$ cat config.mk
export PLATFORM = sky130hd
export DESIGN_NAME = gsvc_regs
export DESIGN_NICKNAME = d
export VERILOG_FILES = /design/src/sv/gsvc_pkg.sv /design/src/sv/gsvc_regs.sv
export SDC_FILE = /design/constraint.sdc
export NUM_CORES = 1
export LEC_CHECK = 0
export BUFFER_PORTS_ARGS = -buffer_cell sky130_fd_sc_hd__buf_2
export CAP_MARGIN = 30
export CORE_UTILIZATION = 37
export DETAILED_ROUTE_END_ITERATION = 10
export GPL_TIMING_DRIVEN = 0
export PLACE_DENSITY_LB_ADDON = 0.08
export SYNTH_ARGS = -nofsm -noshare
export SYNTH_HDL_FRONTEND = slang
export SYNTH_SLANG_ARGS = --single-unit
$ cat constraint.sdc
create_clock -name clk -period 1.23 [get_ports clk]
set_input_delay 0.0615 -clock clk [delete_from_list [all_inputs] [get_ports clk]]
set_output_delay 0.0615 -clock clk [all_outputs]
set_load 0.01 [all_outputs]
$ cat src/sv/gsvc_pkg.sv
// ----------------------------------------------------------------------------
// gsvc_pkg
// Shared types and constants for the grid store and value counter.
// ----------------------------------------------------------------------------
package gsvc_pkg;

    // field widths of the command and result items
    localparam int CMD_W   = 2;
    localparam int CRD_W   = 6;
    localparam int VAL_W   = 8;
    localparam int DIR_W   = 2;
    localparam int LEN_W   = 7;
    localparam int RD_W    = 8;
    localparam int CNT_W   = 13;

    // configuration port
    localparam int CFG_W   = 7;
    localparam int PADDR_W = 3;
    localparam int PDATA_W = 32;

    // signed width for line end points: -126 .. 189
    localparam int PT_W    = 9;

    // register reset values
    localparam logic [CFG_W-1:0] ROW_COUNT_RST    = 7'd64;
    localparam logic [CFG_W-1:0] COLUMN_COUNT_RST = 7'd64;

    // register index, taken from paddr[2]
    localparam logic REG_ROW_COUNT    = 1'b0;
    localparam logic REG_COLUMN_COUNT = 1'b1;

    typedef enum logic [CMD_W-1:0] {
        CMD_WRITE      = 2'd0,
        CMD_READ       = 2'd1,
        CMD_COUNT_ALL  = 2'd2,
        CMD_COUNT_LINE = 2'd3
    } cmd_t;

    typedef enum logic [DIR_W-1:0] {
        DIR_NORTH = 2'd0,
        DIR_SOUTH = 2'd1,
        DIR_EAST  = 2'd2,
        DIR_WEST  = 2'd3
    } dir_t;

    typedef enum logic [2:0] {
        ST_CLEAR,
        ST_IDLE,
        ST_SETUP,
        ST_WRITE,
        ST_WALK,
        ST_DRAIN,
        ST_RESULT
    } state_t;

    typedef struct packed {
        logic [CFG_W-1:0] row_count;
        logic [CFG_W-1:0] column_count;
    } cfg_t;

endpackage

$ cat src/sv/gsvc_regs.sv
// ----------------------------------------------------------------------------
// gsvc_regs
// APB register file holding the row and column counts in use.
// ----------------------------------------------------------------------------
module gsvc_regs (
    input  logic                          clk,
    input  logic                          rst_n,
    input  logic                          psel,
    input  logic                          penable,
    input  logic                          pwrite,
    input  logic [gsvc_pkg::PADDR_W-1:0]  paddr,
    input  logic [gsvc_pkg::PDATA_W-1:0]  pwdata,
    output logic [gsvc_pkg::PDATA_W-1:0]  prdata,
    output logic                          pready,
    output gsvc_pkg::cfg_t                cfg
);
    import gsvc_pkg::*;

    logic [CFG_W-1:0] row_count_reg;
    logic [CFG_W-1:0] column_count_reg;
    logic             wr_en;
    logic             reg_sel;

    assign pready  = 1'b1;
    assign wr_en   = psel & penable & pwrite & pready;
    assign reg_sel = paddr[2];

    // register writes in the access phase
    always_ff @(posedge clk or negedge rst_n)
    begin
        if (!rst_n)
        begin
            row_count_reg    <= ROW_COUNT_RST;
            column_count_reg <= COLUMN_COUNT_RST;
        end
        else if (wr_en)
        begin
            unique case (reg_sel)
                REG_ROW_COUNT:    row_count_reg    <= pwdata[CFG_W-1:0];
                REG_COLUMN_COUNT: column_count_reg <= pwdata[CFG_W-1:0];
                default:          row_count_reg    <= row_count_reg;
            endcase
        end
    end

    // read back
    always_comb
    begin
        unique case (reg_sel)
            REG_ROW_COUNT:    prdata = PDATA_W'(row_count_reg);
            REG_COLUMN_COUNT: prdata = PDATA_W'(column_count_reg);
            default:          prdata = '0;
        endcase
    end

    assign cfg.row_count    = row_count_reg;
    assign cfg.column_count = column_count_reg;

endmodule

==> impl_metrics.tcl <==
set metrics [dict create \
    leakagePower_nw 0.6642 \
    cts_buffer_depth 2 \
    yosysTopAreaCellShare 0.3577 \
    clock-skew-final_ns 0 \
    drive_above_1_share 0.6929 \
    whs_endpoint "row_count_reg[1]$_DFFE_PN0P_" \
    antenna_found_initial 0 \
    tns_ns 0 \
    finalMaxSlewViolations 0 \
    crit_fanout 3 \
    cts_resized 0 \
    ant_nets 0 \
    cp_cell_sequence "mux2_2, buf_2" \
    grt_pass1_vias 484 \
    io_pins 87 \
    fin_hold_ws_ns 0.02130 \
    rows 16 \
    postSynthCellCount 66 \
    synth_area_um2 839.6 \
    vias 591 \
    rr_endpoint "column_count_reg[1]$_DFFE_PN0P_" \
    portBuffers 32 \
    ir_drop_v 0.0008113 \
    critPathKind "reg -> out" \
    timing.final.crit_share 0.9321 \
    ys_types 8 \
    status "complete, no violations" \
    path_clk_slew_ns 0.09 \
    reg2reg_depth 1 \
    gp_congestion 0.5626 \
    min-delay-start "pwdata[1]" \
    synthFlopType "dfrtp_1" \
    ys_async_sr_fraction 1.000 \
    synth_most_common_cell "buf_4" \
    synth-seq-area-share 0.4203 \
    core_area_mm2 0.002042 \
    clk_latency_ns 0.27 \
    synth_top_cell_by_area "dfrtp_1" \
    nets 168 \
    drc_errors 0 \
    min_path_type "in -> reg" \
    dr.pass1.iters 1 \
    synth_edf_count 0 \
    ys_top_cells_by_count "buf_4, mux2_2, dfrtp_1" \
    cts-htree-levels 1 \
    cts.sinks 14 \
    yosys_warnings 0 \
    synth_seq_cells 14 \
    die_h_um 49.64 \
    avgSynthCellArea_um2 12.72 \
    drv_cap 0 \
    synthTopCellsByArea "dfrtp_1, mux2_2, buf_4, dfstp_2, nand4b_4" \
    cp-start-kind "flop" \
    n_antenna_cell 0 \
    die-area_mm2 0.002464 \
    worstPathArrival_ns 1.08 \
    areaGrowthSynthToFinish_pct 39.34 \
    overflow 0 \
    drt_wl_total_mm 1.464 \
    track_usage 0.1261 \
    slowest_delay_ns 0.41 \
    drt_first_iter_violations 0 \
    crit_required_ns 1.17 \
    cts_buffers 3 \
    clk_root_buffer_cell "clkbuf_4" \
    viasPerCell 3.838 \
    cts_tree "done" \
    min_period_ns 1.146 \
    grt_max_degree 15 \
    avgRoutedWirePerCell_um 9.506 \
    min_path_cells 2 \
    rsz0062_at_grt "false" \
    timing.rr.start "column_count_reg[1]$_DFFE_PN0P_" \
    worst_setup_path_end_kind "output pin" \
    max_clock_freq_mhz 872.3 \
    power.density_mw_per_mm2 1294 \
    fp.dieW_um 49.64 \
    grt_pass1_wl_mm 2.270 \
    rrSetupSlack_ns 0.45 \
    final_hold_viol_count 0 \
    start_util 0.4112 \
    critPathSlowestCell "dfrtp_1" \
    setup_viol 0 \
]
routing by layer:
metal / GRT usage / up-vias / routed length, µm
met1: 0.1602 / 257 / 605
li1: - / 293 / -
met3: 0.02469 / 4 / 145
met4: 0.07143 / 0 / 27
met2: 0.1982 / 37 / 684
met5: 0 / - / 0
cell families (layout without fill, tap and decap cells):
logic type | Yosys count | in the layout | synth area share
simple gates | 2 | 2 | 0.04321
other cells | 2 | 26 | 0.008945
flops | 14 | 14 | 0.4203
mux | 21 | 21 | 0.2817
buf+inv | 27 | 64 | 0.2459
cell usage in the layout, fill, tap and decap left out:
cell type,instances
buf_4,26
clkbuf_4,3
nand4_2,1
buf_6,1
dfstp_2,2
buf_2,32
dfrtp_1,12
dlygate4sd3_1,1
nand4b_4,1
conb_1,26
mux2_2,21
clkbuf_8,1
layout make-up:
| cell class | count | area [µm²] |
|---|---|---|
| fillers | 198 | 872.1 |
| multi-input cells | 49 | 370.4 |
| flip-flops and latches | 14 | 352.8 |
| plain buffers | 27 | 206.4 |
| repair buffers | 33 | 170.2 |
| clock buffers | 4 | 36.28 |
| well taps | 27 | 33.78 |
repair_timing:
action | 4_1_cts | 5_1_grt
buffers inserted | 0 | 0
hold endpoints to repair | 14 | 0
hold buffers | 1 | 0
worst max path at each step:
stage                                    startpoint                         endpoint  depth (start not counted)
floorplan                                  paddr[2]     row_count_reg[0]$_DFFE_PN0P_                          3
global placement                             pwrite  column_count_reg[5]$_DFFE_PN0P_                          3
detailed placement                           pwrite  column_count_reg[0]$_DFFE_PN0P_                          3
CTS                 column_count_reg[3]$_DFFE_PN0P_                        prdata[3]                          2
global route           row_count_reg[0]$_DFFE_PN0P_                        prdata[0]                          2
finish              column_count_reg[1]$_DFFE_PN0P_                        prdata[1]                          2
stage by stage:
step	total power, W	instance area (µm²)	cells	setup WS [ns]	util
floorplan	0.0009824	929.6	90	0.4298	-
global placement	0.001180	1124	149	0.2969	0.5502
detailed placement	0.001193	1124	149	0.2988	0.5502
CTS	0.001531	1170	154	0.07579	0.5729
global route	0.001601	1170	154	0.03803	0.5729
finish	0.001514	1170	154	0.08356	0.5729
worst max-delay path, delay by kind of cell (launching register included):
family	cells	cell delay, ns
DFF	1	0.41
muxes	1	0.26
buffers and inverters	1	0.14
power breakdown:
part,leakage [nW],internal (W),total (W),switching (W)
Clock,0.0210,0.000180,0.000331,0.000151
Sequential,0.165,0.000572,0.000639,0.0000670
Combinational,0.478,0.000297,0.000543,0.000246
Total,0.664,0.00105,0.00151,0.000465
(Power assumes the default switching activity.)
